## config.mk

```make
export PLATFORM = sky130hd
export DESIGN_NAME = pixel_to_bgra8_converter_core_flat
export DESIGN_NICKNAME = d
export VERILOG_FILES = /design/src/rtl/core/p2b_pkg.sv /design/src/rtl/core/p2b_stream_if.sv /design/src/rtl/core/p2b_decode_stage.sv /design/src/rtl/core/p2b_round_stage.sv /design/src/rtl/core/p2b_output_stage.sv /design/src/rtl/core/pixel_to_bgra8_converter_core.sv /design/src/flat_wrapper.sv
export SDC_FILE = /design/constraint.sdc
export NUM_CORES = 1
export LEC_CHECK = 0
export BUFFER_PORTS_ARGS = -buffer_cell sky130_fd_sc_hd__buf_4
export CAP_MARGIN = 30
export CORE_MARGIN = 2
export CORE_UTILIZATION = 56
export CTS_CLUSTER_DIAMETER = 100
export DETAILED_ROUTE_END_ITERATION = 7
export PLACE_DENSITY = 0.75
export SLEW_MARGIN = 20
export SYNTH_ARGS = -nofsm -noshare
export SYNTH_HDL_FRONTEND = slang
export SYNTH_SLANG_ARGS = --single-unit
```

## constraint.sdc

```tcl
create_clock -name clock -period 4.43 [get_ports clock]
set_clock_uncertainty 0.2 [all_clocks]
set_input_delay 0 -clock clock [delete_from_list [all_inputs] [get_ports clock]]
set_output_delay 0 -clock clock [all_outputs]
set_load 0.01 [all_outputs]
```

## src/rtl/core/p2b_pkg.sv

```systemverilog
// Package of shared types and constants for the pixel to BGRA8 converter.
package p2b_pkg;

   // Source pixel layouts that the format register selects.
   typedef enum logic [2:0] {
      FMT_BGRA8   = 3'd0,
      FMT_RGBA8   = 3'd1,
      FMT_RGB10A2 = 3'd2,
      FMT_HALF    = 3'd3
   } pixel_format_type;

   localparam int unsigned PixelWidth  = 64;
   localparam int unsigned FormatWidth = 3;
   localparam int unsigned ChanCount   = 3;   // red, green, blue
   localparam int unsigned ProdWidth   = 19;  // 255 * (1024 + mantissa)
   localparam int unsigned ShiftWidth  = 5;   // shift of 11 to 24
   localparam int unsigned RoundWidth  = 25;  // product plus rounding bit
   localparam logic [7:0]  AlphaOpaque = 8'd255;

   // How one half-float channel resolves after classification.
   typedef enum logic [1:0] {
      HALF_ZERO   = 2'd0,
      HALF_FULL   = 2'd1,
      HALF_SCALED = 2'd2
   } half_class_type;

   // One half-float channel after the first stage.
   typedef struct packed {
      half_class_type         kind;
      logic [ProdWidth-1:0]   prod;
      logic [ShiftWidth-1:0]  shift;
   } half_chan_type;

   // Payload leaving the decode stage. Channel index 0 red, 1 green, 2 blue.
   typedef struct packed {
      logic [FormatWidth-1:0] fmt;
      logic                   row_end;
      logic [7:0]             direct_red;
      logic [7:0]             direct_green;
      logic [7:0]             direct_blue;
      half_chan_type [ChanCount-1:0] half;
   } decode_payload_type;

   // Payload leaving the rounding stage.
   typedef struct packed {
      logic [FormatWidth-1:0] fmt;
      logic                   row_end;
      logic [7:0]             direct_red;
      logic [7:0]             direct_green;
      logic [7:0]             direct_blue;
      logic [ChanCount-1:0][7:0] half_byte;
   } round_payload_type;

   // Handshake signals between neighbouring stages.
   typedef struct packed {
      logic valid;
   } stage_fwd_type;

   typedef struct packed {
      logic ready;
   } stage_bwd_type;

endpackage

```

## src/rtl/core/p2b_stream_if.sv

```systemverilog
// Stream interfaces for the request and response channels of the converter.
interface p2b_req_if
   import p2b_pkg::*;
();
   logic                  valid;
   logic                  ready;
   logic [PixelWidth-1:0] source_pixel;
   logic                  end_of_row;

   modport source (output valid, output source_pixel, output end_of_row, input ready);
   modport sink   (input valid, input source_pixel, input end_of_row, output ready);
endinterface

interface p2b_rsp_if;
   logic       valid;
   logic       ready;
   logic [7:0] blue;
   logic [7:0] green;
   logic [7:0] red;
   logic [7:0] alpha;
   logic       format_unsupported;
   logic       row_end_out;

   modport source (output valid, output blue, output green, output red, output alpha,
                   output format_unsupported, output row_end_out, input ready);
   modport sink   (input valid, input blue, input green, input red, input alpha,
                   input format_unsupported, input row_end_out, output ready);
endinterface

```

## src/rtl/core/p2b_decode_stage.sv

```systemverilog
// First pipeline stage: byte extraction and half-float classification with the scale product.
module p2b_decode_stage
   import p2b_pkg::*;
(
   input  logic                   clock,
   input  logic                   reset,
   input  stage_fwd_type          up_fwd,
   output stage_bwd_type          up_bwd,
   input  logic [PixelWidth-1:0]  pixel,
   input  logic                   row_end,
   input  logic [FormatWidth-1:0] fmt,
   output stage_fwd_type          down_fwd,
   input  stage_bwd_type          down_bwd,
   output decode_payload_type     payload
);

   logic               valid_ff, valid_in;
   logic               advance;
   decode_payload_type data_ff, data_in;

   // The stage takes a transaction whenever it is empty or its content moves on.
   assign advance      = !valid_ff || down_bwd.ready;
   assign up_bwd.ready = advance;
   assign valid_in     = advance ? up_fwd.valid : valid_ff;

   // Classify one half-float channel and form 255 times its significand.
   function automatic half_chan_type classify(input logic [15:0] h);
      half_chan_type c;
      logic [4:0]    expo;
      logic [9:0]    mant;
      logic [10:0]   sig;
      expo    = h[14:10];
      mant    = h[9:0];
      sig     = {1'b1, mant};
      c.prod  = ProdWidth'({sig, 8'd0} - {8'd0, sig});
      c.shift = ShiftWidth'(5'd25 - expo);
      if (h[15]) begin
         c.kind = HALF_ZERO;
      end else if (expo == 5'h1F) begin
         c.kind = (mant == 10'd0) ? HALF_FULL : HALF_ZERO;
      end else if (expo == 5'd0) begin
         c.kind = HALF_ZERO;
      end else if (expo >= 5'd15) begin
         c.kind = HALF_FULL;
      end else begin
         c.kind = HALF_SCALED;
      end
      return c;
   endfunction

   // Decode of the byte-based layouts and the three half channels.
   always_comb begin
      data_in         = data_ff;
      data_in.fmt     = fmt;
      data_in.row_end = row_end;
      unique case (fmt)
         FMT_RGBA8: begin
            data_in.direct_red   = pixel[7:0];
            data_in.direct_green = pixel[15:8];
            data_in.direct_blue  = pixel[23:16];
         end
         FMT_RGB10A2: begin
            data_in.direct_red   = pixel[9:2];
            data_in.direct_green = pixel[19:12];
            data_in.direct_blue  = pixel[29:22];
         end
         default: begin
            data_in.direct_blue  = pixel[7:0];
            data_in.direct_green = pixel[15:8];
            data_in.direct_red   = pixel[23:16];
         end
      endcase
      data_in.half[0] = classify(pixel[15:0]);
      data_in.half[1] = classify(pixel[31:16]);
      data_in.half[2] = classify(pixel[47:32]);
   end

   // Stage registers.
   always_ff @(posedge clock) begin
      if (reset) begin
         valid_ff <= 1'b0;
      end else begin
         valid_ff <= valid_in;
      end
      if (advance) begin
         data_ff <= data_in;
      end
   end

   assign down_fwd.valid = valid_ff;
   assign payload        = data_ff;

endmodule

```

## src/rtl/core/p2b_round_stage.sv

```systemverilog
// Second pipeline stage: rounding and scaling of the half-float products to bytes.
module p2b_round_stage
   import p2b_pkg::*;
(
   input  logic               clock,
   input  logic               reset,
   input  stage_fwd_type      up_fwd,
   output stage_bwd_type      up_bwd,
   input  decode_payload_type up_data,
   output stage_fwd_type      down_fwd,
   input  stage_bwd_type      down_bwd,
   output round_payload_type  payload
);

   logic              valid_ff, valid_in;
   logic              advance;
   round_payload_type data_ff, data_in;

   assign advance      = !valid_ff || down_bwd.ready;
   assign up_bwd.ready = advance;
   assign valid_in     = advance ? up_fwd.valid : valid_ff;

   // Add half of the last kept bit, then shift; the result never exceeds 255.
   always_comb begin
      logic [RoundWidth-1:0] sum;
      logic [RoundWidth-1:0] scaled;
      data_in              = data_ff;
      data_in.fmt          = up_data.fmt;
      data_in.row_end      = up_data.row_end;
      data_in.direct_red   = up_data.direct_red;
      data_in.direct_green = up_data.direct_green;
      data_in.direct_blue  = up_data.direct_blue;
      for (int i = 0; i < ChanCount; i++) begin
         sum    = RoundWidth'(up_data.half[i].prod)
                + (RoundWidth'(1) << (up_data.half[i].shift - ShiftWidth'(1)));
         scaled = sum >> up_data.half[i].shift;
         unique case (up_data.half[i].kind)
            HALF_FULL:   data_in.half_byte[i] = 8'd255;
            HALF_SCALED: data_in.half_byte[i] = scaled[7:0];
            default:     data_in.half_byte[i] = 8'd0;
         endcase
      end
   end

   // Stage registers.
   always_ff @(posedge clock) begin
      if (reset) begin
         valid_ff <= 1'b0;
      end else begin
         valid_ff <= valid_in;
      end
      if (advance) begin
         data_ff <= data_in;
      end
   end

   assign down_fwd.valid = valid_ff;
   assign payload        = data_ff;

endmodule

```

## src/rtl/core/p2b_output_stage.sv

```systemverilog
// Third pipeline stage: format selection and the response output register.
module p2b_output_stage
   import p2b_pkg::*;
(
   input  logic              clock,
   input  logic              reset,
   input  stage_fwd_type     up_fwd,
   output stage_bwd_type     up_bwd,
   input  round_payload_type up_data,
   p2b_rsp_if.source         rsp
);

   logic       valid_ff, valid_in;
   logic       advance;
   logic [7:0] blue_ff, blue_in;
   logic [7:0] green_ff, green_in;
   logic [7:0] red_ff, red_in;
   logic       bad_ff, bad_in;
   logic       row_end_ff;

   assign advance      = !valid_ff || rsp.ready;
   assign up_bwd.ready = advance;
   assign valid_in     = advance ? up_fwd.valid : valid_ff;

   // Pick the channel source by format; unknown formats give black and the flag.
   always_comb begin
      blue_in  = 8'd0;
      green_in = 8'd0;
      red_in   = 8'd0;
      bad_in   = 1'b0;
      unique case (up_data.fmt)
         FMT_BGRA8, FMT_RGBA8, FMT_RGB10A2: begin
            blue_in  = up_data.direct_blue;
            green_in = up_data.direct_green;
            red_in   = up_data.direct_red;
         end
         FMT_HALF: begin
            red_in   = up_data.half_byte[0];
            green_in = up_data.half_byte[1];
            blue_in  = up_data.half_byte[2];
         end
         default: begin
            bad_in = 1'b1;
         end
      endcase
   end

   // Output register; it holds its transaction while the sink stalls.
   always_ff @(posedge clock) begin
      if (reset) begin
         valid_ff <= 1'b0;
      end else begin
         valid_ff <= valid_in;
      end
      if (advance) begin
         blue_ff    <= blue_in;
         green_ff   <= green_in;
         red_ff     <= red_in;
         bad_ff     <= bad_in;
         row_end_ff <= up_data.row_end;
      end
   end

   assign rsp.valid              = valid_ff;
   assign rsp.blue               = blue_ff;
   assign rsp.green              = green_ff;
   assign rsp.red                = red_ff;
   assign rsp.alpha              = AlphaOpaque;
   assign rsp.format_unsupported = bad_ff;
   assign rsp.row_end_out        = row_end_ff;

endmodule

```

## src/rtl/core/pixel_to_bgra8_converter_core.sv

```systemverilog
// Top level of the pixel to BGRA8 converter: format register and three-stage pipeline.
//
//   Channel  Direction  Handshake          Payload
//   req      in         valid/ready        source_pixel[63:0], end_of_row
//   rsp      out        valid/ready        blue, green, red, alpha, format_unsupported,
//                                          row_end_out
//   csr      in         write enable only  csr_write_data[2:0] (pixel format)
//
// One transaction enters per clock while the response side does not stall; its result is
// presented once it has passed the three register stages: decode with the 11 by 8 bit scale
// product, half-float rounding shift, and format selection into the output register.
// Synchronous reset empties the pipeline and sets the format to BGRA8.
// A stall at the response side holds every stage; each stage still fills while empty.
module pixel_to_bgra8_converter_core
   import p2b_pkg::*;
(
   input  logic                   clock,
   input  logic                   reset,
   p2b_req_if.sink                req,
   p2b_rsp_if.source              rsp,
   input  logic                   csr_write_enable,
   input  logic [FormatWidth-1:0] csr_write_data
);

   logic [FormatWidth-1:0] format_ff;
   stage_fwd_type          req_fwd, dec_fwd, rnd_fwd;
   stage_bwd_type          req_bwd, dec_bwd, rnd_bwd;
   decode_payload_type     dec_data;
   round_payload_type      rnd_data;

   // Format register.
   always_ff @(posedge clock) begin
      if (reset) begin
         format_ff <= FMT_BGRA8;
      end else if (csr_write_enable) begin
         format_ff <= csr_write_data;
      end
   end

   assign req_fwd.valid = req.valid;
   assign req.ready     = req_bwd.ready;

   // Pipeline stages.
   p2b_decode_stage u_decode (
      .clock    (clock),
      .reset    (reset),
      .up_fwd   (req_fwd),
      .up_bwd   (req_bwd),
      .pixel    (req.source_pixel),
      .row_end  (req.end_of_row),
      .fmt      (format_ff),
      .down_fwd (dec_fwd),
      .down_bwd (dec_bwd),
      .payload  (dec_data)
   );

   p2b_round_stage u_round (
      .clock    (clock),
      .reset    (reset),
      .up_fwd   (dec_fwd),
      .up_bwd   (dec_bwd),
      .up_data  (dec_data),
      .down_fwd (rnd_fwd),
      .down_bwd (rnd_bwd),
      .payload  (rnd_data)
   );

   p2b_output_stage u_output (
      .clock   (clock),
      .reset   (reset),
      .up_fwd  (rnd_fwd),
      .up_bwd  (rnd_bwd),
      .up_data (rnd_data),
      .rsp     (rsp)
   );

endmodule

```

## src/flat_wrapper.sv

```systemverilog
// flat-port wrapper written by rule: the top's interface ports become plain ports
module pixel_to_bgra8_converter_core_flat import p2b_pkg::*;
  (clock, reset, csr_write_enable, csr_write_data, req_valid, req_source_pixel, req_end_of_row, req_ready, rsp_valid, rsp_blue, rsp_green, rsp_red, rsp_alpha, rsp_format_unsupported, rsp_row_end_out, rsp_ready);
  p2b_req_if req_i ();
  p2b_rsp_if rsp_i ();
  input  logic clock;
  input  logic reset;
  input  logic csr_write_enable;
  input  logic [FormatWidth-1:0] csr_write_data;
  input wire logic [$bits(req_i.valid)-1:0] req_valid;
  input wire logic [$bits(req_i.source_pixel)-1:0] req_source_pixel;
  input wire logic [$bits(req_i.end_of_row)-1:0] req_end_of_row;
  output wire logic [$bits(req_i.ready)-1:0] req_ready;
  output wire logic [$bits(rsp_i.valid)-1:0] rsp_valid;
  output wire logic [$bits(rsp_i.blue)-1:0] rsp_blue;
  output wire logic [$bits(rsp_i.green)-1:0] rsp_green;
  output wire logic [$bits(rsp_i.red)-1:0] rsp_red;
  output wire logic [$bits(rsp_i.alpha)-1:0] rsp_alpha;
  output wire logic [$bits(rsp_i.format_unsupported)-1:0] rsp_format_unsupported;
  output wire logic [$bits(rsp_i.row_end_out)-1:0] rsp_row_end_out;
  input wire logic [$bits(rsp_i.ready)-1:0] rsp_ready;
  assign req_i.valid = req_valid;
  assign req_i.source_pixel = req_source_pixel;
  assign req_i.end_of_row = req_end_of_row;
  assign req_ready = req_i.ready;
  assign rsp_valid = rsp_i.valid;
  assign rsp_blue = rsp_i.blue;
  assign rsp_green = rsp_i.green;
  assign rsp_red = rsp_i.red;
  assign rsp_alpha = rsp_i.alpha;
  assign rsp_format_unsupported = rsp_i.format_unsupported;
  assign rsp_row_end_out = rsp_i.row_end_out;
  assign rsp_i.ready = rsp_ready;
  pixel_to_bgra8_converter_core u_core (.clock(clock), .reset(reset), .req(req_i), .rsp(rsp_i), .csr_write_enable(csr_write_enable), .csr_write_data(csr_write_data));
endmodule
```

Word-level counts from Yosys, hierarchy flattened
Cells that the tools add are included.
Widths: inputs -> output; s select.
{"block": "totals", "input_bits": 73, "ff_bits": 190}
{"block": "op_classes", "n_shift": 6, "n_addsub": 12, "n_lt_le_gt_ge": 3, "n_reduce_logical": 15, "eq_ne": 14, "muxes": 20}
{"operator": "$pmux 8 s2", "count": 6}
{"operator": "$add 19x25->25", "count": 3}
{"operator": "$shl 1x5->25 const A", "count": 3}
{"operator": "$shr 25x5->8", "count": 3}
{"operator": "$sub 19x11->19", "count": 3}
{"operator": "$pmux 24 s2", "count": 1}
{"operator": "$logic_not 10->1", "count": 3}
{"operator": "$mux 2", "count": 9}
{"operator": "$eq 5x5->1 const B", "count": 3}
{"operator": "$ge 5x4->1 const B", "count": 3}
{"operator": "$logic_not 5->1", "count": 3}
{"operator": "$sub 5x1->5 const B", "count": 3}
{"operator": "$sub 5x5->5 const A", "count": 3}
{"operator": "$eq 3x2->1 const B", "count": 3}
{"operator": "$eq 2x1->1 const B", "count": 3}
{"operator": "$eq 2x2->1 const B", "count": 3}
{"operator": "$eq 3x1->1 const B", "count": 2}
{"operator": "$mux 1", "count": 4}
{"operator": "$reduce_or 4->1", "count": 1}
{"operator": "$logic_not 1->1", "count": 3}
{"operator": "$logic_not 3->1", "count": 1}
{"operator": "$logic_or 1x1->1", "count": 3}
{"operator": "$reduce_or 3->1", "count": 1}

Depth between registers and ports, before layout
Gate-level depths: netlist (run 1).
{"block": "logic_depth", "ltp_word": 5, "depth_mapped": 16}

Modules after synthesis
From an unflattened synthesis (run 1), not the netlist that was laid out.
{"block": "hier_totals", "cells_unflattened": 1544, "hier_area_um2": 14739.1}
{"module": "p2b_round_stage", "n_inst": 1, "cells_each": 1027, "area_per_inst_um2": 8029.0}
{"module": "p2b_decode_stage", "n_inst": 1, "cells_each": 383, "area_per_inst_um2": 4967.3}
{"module": "p2b_output_stage", "n_inst": 1, "cells_each": 125, "area_per_inst_um2": 1641.6}
{"module": "pixel_to_bgra8_converter_core", "n_inst": 1, "cells_each": 9, "area_per_inst_um2": 101.3}

Worst setup path after synthesis (run 1)
Ideal clock, no wire load.
{"block": "synth_path", "path_kind": "register to register", "startpoint": "register u_core.u_decode.data_ff, in the netlist u_core.u_decode.payload[26]", "endpoint": "register u_core.u_round.data_ff, in the netlist u_core.u_round.payload[8] (data pin)", "arrival_time_ps": 4021, "synth_period_minus_slack_ps": 4489, "stages_incl_launch_ff": 17, "t_required_ps": 3961, "path_buffers": 4, "setup_ps": 269, "slack_ps": -59, "path_cell_list": "edfxtp_1 clkbuf_1 clkbuf_1 buf_1 nand2_1 nor2_1 ha_1 buf_2 nand3_1 o211ai_1 a221o_1 or4_4 nand3_1 o31ai_1 mux2_2 a2111oi_2 a211oi_1"}
{"item": "start, declared", "line_no": "p2b_decode_stage.sv:19", "source": "decode_payload_type data_ff, data_in;"}
{"item": "start signal, assigned", "line_no": "p2b_decode_stage.sv:86", "source": "data_ff <= data_in;"}
{"item": "end signal, assigned", "line_no": "p2b_round_stage.sv:53", "source": "data_ff <= data_in;"}
{"item": "end, declared", "line_no": "p2b_round_stage.sv:17", "source": "round_payload_type data_ff, data_in;"}

==> flow_metrics.tcl, run 1 <==
set metrics [dict create \
    status "complete, no violations" \
    arrival_ns 4.22 \
    root_buffer "clkbuf_16" \
    die_x_um 164 \
    fp.dieArea_um2 26800 \
    first_iter_violations 1237 \
    dp_hpwl_um 29000 \
    route.detailed.drc 0 \
    worst_r2r_path_depth 13 \
    rows 58 \
    grt_pass1_vias 12117 \
    finalWirelength_um 39600 \
    path_clk_slew_ns 0.09 \
    critPathLaunch "u_core.u_decode.payload[3]" \
    synth_edf_count 184 \
    area_delta_synth_final_pct 20.0 \
    power.total_mw 5.27 \
    end_kind "register" \
    reg2reg_from "u_core.u_decode.payload[3]" \
    numCtsBuffers 17 \
    r2r-end "u_core.u_round.payload[5]" \
    syn_avg_cell_area_um2 9.41 \
    final_area_um2 17100 \
    coreArea_um2 25100 \
    start_util_pct 56.8 \
    fp.dieH_um 164 \
    insertion_delay_ns 0.45 \
    netlist_instances 1515 \
    drv_slew 0 \
    max_freq_ghz 0.237 \
    drive_gt1_share_pct 15.6 \
    ys_async_sr_fraction_pct 0 \
    clk_path_buf_depth 2 \
    grt_start_max_net_pins 60 \
    ys_ff_latch 190 \
    place_congestion 0.974 \
    yosysSeqAreaShare_pct 39.6 \
    hold_violations 0 \
    avgViaCountPerCell 6.26 \
    required_ns 4.42 \
    fin_util_pct 68.1 \
    drv_cap 0 \
    crit_chain "or3_1 -> nor2_1 -> ha_1 -> fa_1 -> a21o_1 -> and4_4 -> or4_4 -> a41oi_2 -> xnor2_1 -> mux2_2 -> mux4_2 -> o22ai_2 -> o21ai_1" \
    period_minus_slack_ns 4.23 \
    place_inst 1924 \
    grt_usage_pct 30.2 \
    vias 12762 \
    slew_headroom_pct 35.9 \
    cp-start-kind "register" \
    dpl_cell_area_um2 15600 \
    yosysUniqueCellTypes 94 \
    cp.depth 13 \
    cpPeakStageDelay_ns 0.51 \
    ios 109 \
    worstSetupPathType "register to register" \
    cts.sinks 190 \
    hold_class "input pin to register" \
    worst_slew_pin_slew_ns 0.953 \
    period_share_pct 95.4 \
    crit_fanout 6 \
    cts_tree "done" \
    syn_area_um2 14300 \
    leakagePower_nw 7.25 \
    irDropWorstVdd_v 0.000251 \
    crit_slowest_cell "or4_4" \
    worst-r2r-setup-slack_ns 0.20 \
    setup_violations 0 \
    first_pass_iters 5 \
    worst-path-buf-inv 0 \
    yosys_most_used_dff "edfxtp_1" \
    fin_nets 1849 \
    antenna_found_initial 1 \
    grt-ovfl-total 0 \
    routedWlPerCell_um 19.4 \
    final_cells 2039 \
    grt_first_pass_wirelength_um 63600 \
    port_buffers 84 \
    cts_max_level 4 \
    path_delay_family "simple AND/OR/NAND/NOR gates" \
    synth_warnings 0 \
    ant_nets 0 \
    crit_path_end "u_core.u_round.payload[5]" \
    p_per_area_nw_per_um2 308 \
]
[sequential cells by signal (all words and copies together), names as in the netlist]
name                                    flops
u_core.u_round.down_fwd                     1
u_core.u_output.rsp.red                     8
u_core.u_output.rsp.blue                    8
u_core.u_decode.down_fwd                    1
u_core.u_decode.payload                   106
u_core.u_output.rsp.valid                   1
u_core.u_output.rsp.row_end_out             1
u_core.u_output.rsp.green                   8
u_core.u_output.rsp.format_unsupported      1
u_core.u_round.payload                     52
u_core.format_ff                            3
[metrics by stage]
| step | hold slack, ns | setup WS, ns | TNS [ns] |
|---|---|---|---|
| floorplan | -0.128 | 0.0215 | 0 |
| global placement | -0.00876 | 0.322 | 0 |
| detailed placement | -0.00759 | 0.221 | 0 |
| CTS | 0.0692 | 0.224 | 0 |
| global route | 0.0818 | -0.00612 | -0.00612 |
| finish | 0.0844 | 0.203 | 0 |
[placed cells by master (no fill, tap or decap), types with 11 or more instances in the layout]
master / synthesis / routed
o21ai_0: 63 / 63
a21oi_1: 76 / 74
nand4_1: 14 / 14
edfxtp_1: 184 / 184
nor2b_1: 23 / 23
a211oi_1: 24 / 22
a22o_1: 25 / 25
buf_4: 8 / 160
mux2_2: 17 / 17
clkbuf_16: 0 / 17
xor2_1: 39 / 39
nor4_1: 11 / 11
ha_1: 78 / 78
or3_1: 12 / 12
nand3_1: 36 / 36
nand2_1: 139 / 138
dlygate4sd3_1: 0 / 81
a21o_1: 31 / 31
mux2i_1: 30 / 30
nor3_1: 47 / 47
xnor2_1: 49 / 49
a31oi_1: 13 / 13
nand2b_1: 21 / 21
o211ai_1: 16 / 16
a22oi_1: 14 / 14
inv_1: 62 / 60
nor2_1: 177 / 175
[repair_timing]
item,in CTS,in global routing
hold endpoints to repair,114,0
hold buffers,81,0
endpoints found under the setup margin,0,10
buffers inserted,0,1
resized for setup,0,10
[power breakdown]
part	total [mW]	switching [mW]	internal [mW]
sequential	2.23	0.0791	2.16
combinational	1.37	0.768	0.603
clock	1.67	0.862	0.804
[worst reg2reg max path, cell delays in order (launching register included)]
cell	delay, ns
edfxtp_1	0.43
or3_1	0.24
nor2_1	0.08
ha_1	0.21
fa_1	0.41
a21o_1	0.21
and4_4	0.20
or4_4	0.51
a41oi_2	0.23
xnor2_1	0.18
mux2_2	0.35
mux4_2	0.49
o22ai_2	0.16
o21ai_1	0.07
[logic make-up after synthesis]
family	share of synthesized area, %
buffers and inverters	4.46
other	0.0263
AOI/OAI and AO/OA	20.9
adders and majority gates	7.27
DFF	39.6
xor gates and xnor gates	5.41
muxes	4.90
and+or+nand+nor	17.4
[worst min-delay path by stage]
stage,start,end,slack (ns),cells after the start
CTS,req_end_of_row,u_core.u_decode.payload[102],0.07,2
global placement,req_end_of_row,u_core.u_decode.payload[102],-0.009,1
global route,req_end_of_row,u_core.u_decode.payload[102],0.08,2
detailed placement,req_end_of_row,u_core.u_decode.payload[102],-0.008,1
floorplan,reset,u_core.format_ff[0],-0.13,1
finish,req_end_of_row,u_core.u_decode.payload[102],0.08,2
[synth_stat cells (14+ instances only)]
| cell | count | share of area [%] |
|---|---|---|
| edfxtp_1 | 184 | 39 |
| nor2_1 | 177 | 4.7 |
| nand2_1 | 139 | 3.7 |
| ha_1 | 78 | 6.8 |
| a21oi_1 | 76 | 2.7 |
| clkbuf_1 | 67 | 1.8 |
| o21ai_0 | 63 | 2.2 |
| inv_1 | 62 | 1.6 |
| xnor2_1 | 49 | 3.0 |
| nor3_1 | 47 | 1.6 |
| xor2_1 | 39 | 2.4 |
| nand3_1 | 36 | 1.3 |
| a21o_1 | 31 | 1.6 |
| mux2i_1 | 30 | 2.1 |
| a22o_1 | 25 | 1.5 |
| a211oi_1 | 24 | 1.3 |
| nor2b_1 | 23 | 1.0 |
| nand2b_1 | 21 | 0.92 |
| mux2_2 | 17 | 1.3 |
| o211ai_1 | 16 | 0.84 |
| a22oi_1 | 14 | 0.74 |
| nand4_1 | 14 | 0.61 |
[routing by layer]
layer / up-vias / part of all wire, % / wire length, µm / track usage, %
li1: 6041 / - / - / -
met1: 6089 / 44 / 17500 / 43.4
met2: 559 / 46 / 18300 / 47.7
met3: 73 / 6.7 / 2670 / 3.33
met4: 0 / 2.8 / 1110 / 10.2
met5: - / 0 / 0 / 0
[cell type report]
type                       instances  area, µm²
sequential                       190       5650
multi-input combinational       1174       8070
inverter                          67        251
fill                            1966       8000
timing repair buffer             245       2080
antenna                            1       2.50
clock inverter                    15        225
tap                              330        413
clock buffer                      17        425
No activity file was read; power rests on OpenSTA's default activity.
==> run 2, diff against run 1 <==
- CORE_MARGIN: 2 -> unset
==> flow_metrics.tcl, run 2 (same netlist as run 1, synthesis figures left out) <==
set metrics [dict create \
    numCtsBuffers 17 \
    vias 12779 \
    leakagePower_nw 7.30 \
    wl_met3_um 2840 \
    irDropWorstVdd_v 0.000239 \
    final_cells 2050 \
    setup_violations 0 \
    cts.sinks 190 \
    hold_slack_ns 0.0781 \
    p_sw_mw 1.70 \
    final_area_um2 17300 \
    route.detailed.drc 0 \
    cpPeakStageDelay_ns 0.54 \
    cp-start-kind "register" \
    final_cell_mix "184 x edfxtp_1, 174 x nor2_1, 167 x buf_4" \
    crit_chain "inv_1 -> nand3_1 -> nor3_1 -> ha_1 -> nand3_1 -> o211ai_1 -> a221o_1 -> or4_4 -> nand3_1 -> o31ai_1 -> mux2_2 -> a2111oi_2 -> a211oi_1" \
    first_pass_iters 6 \
    rsz0062_at_grt "yes" \
    grt_first_pass_wirelength_um 63000 \
    arrival_ns 4.22 \
    top_layer "met4" \
    place_congestion 0.959 \
    root_buffer "clkbuf_16" \
    drv_cap 0 \
    place_inst 1924 \
    p_per_area_nw_per_um2 306 \
    dp_slack_ns 0.159 \
    port_buffers 84 \
    fin_util_pct 68.7 \
    crit_fanout 7 \
    route.met2.wl_um 18100 \
    largest_reg_flops 106 \
    hold_violations 0 \
    p_int_mw 3.58 \
    path_clk_slew_ns 0.09 \
    grt_pass1_vias 12107 \
    num_antenna_cells 0 \
    layout_setup_ws_ns 0.181 \
    grt-ovfl-total 0 \
    fin_nets 1861 \
    period_share_pct 95.9 \
    status "complete, no violations" \
    cts_max_level 4 \
    pwr-share-seq_pct 42.2 \
    ant_nets 0 \
    hold_class "input pin to register" \
    ios 109 \
    netSwitchingFraction_pct 32.2 \
    crit_slowest_cell "or4_4" \
    grt_start_max_net_pins 75 \
    finalWirelength_um 39400 \
    slew_headroom_pct 50.7 \
    insertion_delay_ns 0.44 \
    routedWlPerCell_um 19.2 \
    area_delta_synth_final_pct 21.0 \
    crit_top_cell "nand3_1" \
    power_frac_clock_pct 31.3 \
    rows 58 \
    power.total_mw 5.28 \
    die_x_um 162 \
    coreArea_um2 25100 \
    drive_gt1_share_pct 16.2 \
    worstSetupPathType "register to register" \
    mostFrequentLayoutCell "edfxtp_1" \
    period_minus_slack_ns 4.25 \
    antenna_found_initial 1 \
    m1WireLength_um 17500 \
    worst_slew_pin_slew_ns 0.733 \
    grt_usage_pct 30.6 \
    drv_slew 0 \
    avgViaCountPerCell 6.23 \
    dp_hpwl_um 29300 \
    fp.dieH_um 162 \
    tns_ns 0 \
    clk_path_buf_depth 2 \
    dpl_cell_area_um2 15600 \
    cts_tree "done" \
    fp.dieArea_um2 26100 \
    max_freq_ghz 0.235 \
    end_kind "register" \
    pwr-share-comb_pct 26.4 \
    first_iter_violations 1262 \
    start_util_pct 56.8 \
    required_ns 4.40 \
]
-- run 2: cell count changes in the layout (fill, tap and decap cells not counted), sizes merged --
cell         change
diode            -1
dlygate4sd3      +4
buf              +7
clkbuf           +1
-- run 2: final cells by class --
| class | count | area [µm²] |
|---|---|---|
| clock inverter | 15 | 229 |
| tap | 330 | 413 |
| inverter | 67 | 251 |
| multi-input combinational | 1174 | 8100 |
| sequential | 190 | 5650 |
| fill | 1943 | 7860 |
| timing repair buffer | 257 | 2190 |
| clock buffer | 17 | 425 |
-- run 2: path summary, 6_finish.rpt --
path | start | endpoint | slack [ns] | depth (start not counted)
setup / recovery | u_core.u_decode.payload[30] | u_core.u_round.payload[8] | 0.18 | 13
setup reg to reg | u_core.u_decode.payload[30] | u_core.u_round.payload[8] | 0.18 | 13
hold reg to reg | u_core.u_decode.payload[89] | u_core.u_round.payload[35] | 0.21 | 0
hold / removal | req_end_of_row | u_core.u_decode.payload[102] | 0.08 | 2
-- run 2: critical path: cells and delay by family, from the launching register on --
kind / cells / cell delay (ns)
AND/OR/NAND/NOR: 5 / 1.38
multiplexers: 1 / 0.29
buffers and inverters: 1 / 0.22
adder cells (fa/ha/maj): 1 / 0.36
AO/OA/AOI/OAI: 5 / 1.12
flip-flops: 1 / 0.42
-- run 2: layer usage --
metal  track usage, %  up-vias
li1                 -     6061
met1             42.9     6088
met2             48.8      566
met3             4.26       64
met4             9.99        0
met5                0        -
-- run 2: power by group through the flow --
stage	logic (mW)	clock network, mW	registers [mW]
2_1_floorplan	0.845	0	2.25
3_3_place_gp	1.25	0	2.27
3_5_place_dp	1.27	0	2.27
4_1_cts	1.34	1.67	2.23
5_1_grt	1.51	1.74	2.24
6_report	1.40	1.65	2.23
-- run 2: what timing repair did --
item / in CTS / in global routing
gates resized for setup: 0 / 18
hold endpoints to repair: 109 / 0
setup buffers: 0 / 7
endpoints found under the setup margin: 0 / 13
hold buffers: 85 / 0
==> run 3, diff against run 2 <==
- REMOVE_ABC_BUFFERS: unset -> 1
==> flow_metrics.tcl, run 3 (same netlist as run 1, synthesis figures left out) <==
set metrics [dict create \
    hold_class "input pin to register" \
    antenna_found_initial 0 \
    crit_fanout 17 \
    p_sw_mw 1.69 \
    place_congestion 0.946 \
    reg2reg_from "u_core.u_decode.payload[2]" \
    first_pass_iters 5 \
    ios 109 \
    required_ns 4.45 \
    crit_chain "buf_4 -> or2b_2 -> nor2_1 -> o211a_1 -> ha_1 -> a21oi_1 -> o21ai_0 -> a31oi_1 -> o211a_1 -> a211oi_1 -> xnor2_1 -> mux2i_1 -> a211oi_1 -> o41ai_1" \
    path_clk_slew_ns 0.09 \
    cp-start-kind "register" \
    pwr-share-comb_pct 26.3 \
    final_cell_mix "184 x edfxtp_1, 175 x nor2_1, 170 x buf_4" \
    status "complete, no violations" \
    mostFrequentLayoutCell "edfxtp_1" \
    power_frac_clock_pct 31.6 \
    route.detailed.drc 0 \
    root_buffer "clkbuf_16" \
    dp_slack_ns 0.265 \
    path_delay_family "compound AO/OA/AOI/OAI gates" \
    start_util_pct 56.8 \
    netSwitchingFraction_pct 31.9 \
    avgViaCountPerCell 6.26 \
    ant_nets 0 \
    leakagePower_nw 7.31 \
    hold-path-endpoint "u_core.u_decode.payload[102]" \
    largest_reg_flops 106 \
    holdPathStages 2 \
    pwr-share-seq_pct 42.1 \
    cpPeakStageDelay_ns 0.51 \
    n_fill_cell 1883 \
    crit_slowest_cell "a211oi_1" \
    area_delta_synth_final_pct 20.9 \
    port_buffers 84 \
    layout_setup_ws_ns 0.109 \
    fp.dieArea_um2 26100 \
    grt-ovfl-total 0 \
    worst_r2r_path_depth 14 \
    first_iter_violations 1211 \
    worst_slew_pin_slew_ns 0.908 \
    insertion_delay_ns 0.45 \
    drive_gt1_share_pct 15.8 \
    rows 58 \
    rsz0062_at_grt "no" \
    worst-r2r-setup-slack_ns 0.11 \
    clk_path_buf_depth 2 \
    drv_cap 0 \
    num_antenna_cells 0 \
    grt_start_max_net_pins 49 \
    worst-path-buf-inv 1 \
    worstSetupPathType "register to register" \
    coreArea_um2 25100 \
    routedWlPerCell_um 19.5 \
    r2r-end "u_core.u_round.payload[4]" \
    irDropWorstVdd_v 0.000324 \
    hold_violations 0 \
    p_int_mw 3.62 \
    setup_violations 0 \
    fin_util_pct 68.7 \
    vias 12868 \
    finalWirelength_um 40100 \
    fp.dieH_um 162 \
    numCtsBuffers 17 \
    period_minus_slack_ns 4.32 \
    dp_hpwl_um 29500 \
    worstHoldStart "req_end_of_row" \
    p_per_area_nw_per_um2 308 \
    grt_usage_pct 31.2 \
    die_x_um 162 \
    end_kind "register" \
    cts.sinks 190 \
    grt_pass1_vias 12180 \
    max_freq_ghz 0.231 \
    fin_nets 1867 \
    cts_tree "done" \
    arrival_ns 4.34 \
    slew_headroom_pct 38.9 \
    drv_slew 0 \
    cts_max_level 4 \
    grt_first_pass_wirelength_um 64100 \
    period_share_pct 97.5 \
]
## run 3: cell count changes in the layout (fill, tap and decap cells not counted), moves of 2 or more
cell,delta
clkinv_4,+3
o21ai_1,-2
buf_12,+2
dlygate4sd3_1,+4
inv_16,-2
inv_6,-3
buf_4,+3
a211oi_2,-2
a211oi_1,+2
o21ai_0,+2
buf_16,-2
## run 3: final cells by class
| cell class | instances | area (µm²) | area share (%) |
|---|---|---|---|
| clock buffers | 17 | 425 | 2.47 |
| clock inverters | 15 | 230 | 1.34 |
| inverters | 67 | 251 | 1.46 |
| multi-input cells | 1174 | 8040 | 46.6 |
| flip-flops and latches | 190 | 5650 | 32.7 |
| well taps | 330 | 413 | 2.40 |
| repair buffers | 263 | 2230 | 13.0 |
## run 3: repair_timing
item                                   CTS  global route
setup buffers                            0             3
setup endpoints to repair                0             5
endpoints found under the hold margin  109             0
gates resized for setup                  0             4
hold buffers                            89             0
## run 3: power by group through the flow
stage / Sequential [mW] / Combinational [mW] / Clock [mW]
3_3_place_gp: 2.27 / 1.26 / 0
3_5_place_dp: 2.27 / 1.28 / 0
4_1_cts: 2.23 / 1.36 / 1.68
5_1_grt: 2.25 / 1.51 / 1.75
2_1_floorplan: 2.28 / 0.780 / 0
6_report: 2.23 / 1.40 / 1.68
## run 3: per-layer routing
| layer | share of wire (%) | track usage, % | vias up | routed length [µm] |
|---|---|---|---|---|
| li1 | - | - | 6075 | - |
| met1 | 43 | 42.4 | 6113 | 17400 |
| met2 | 46 | 51.1 | 606 | 18600 |
| met3 | 7.5 | 4.24 | 74 | 2990 |
| met4 | 2.7 | 11.2 | 0 | 1070 |
| met5 | 0 | 0 | - | 0 |
## run 3: worst max path at each step
stage / from / cells past startpoint / slack [ns] / end
after global routing: u_core.u_decode.payload[30] / 14 / 0.005 / u_core.u_round.payload[14]
after CTS: u_core.u_decode.payload[28] / 12 / 0.25 / u_core.u_round.payload[8]
final: u_core.u_decode.payload[2] / 14 / 0.11 / u_core.u_round.payload[4]
after detailed placement: u_core.u_decode.payload[28] / 12 / 0.27 / u_core.u_round.payload[8]
after floorplan: u_core.u_decode.payload[53] / 14 / -0.26 / u_core.u_round.payload[17]
after global placement: u_core.u_decode.payload[28] / 12 / 0.25 / u_core.u_round.payload[8]
## run 3: metrics by stage
stage / total power [mW] / hold slack, ns / cells / instance area (µm²) / setup TNS (ns)
2_1_floorplan: 3.06 / -0.128 / 1431 / 13900 / -1.07
3_3_place_gp: 3.53 / -0.0105 / 1928 / 15600 / 0
3_5_place_dp: 3.55 / -0.00160 / 1932 / 15700 / 0
4_1_cts: 5.27 / 0.0802 / 2053 / 17200 / 0
5_1_grt: 5.51 / 0.0959 / 2056 / 17200 / 0
6_report: 5.31 / 0.0915 / 2056 / 17200 / 0
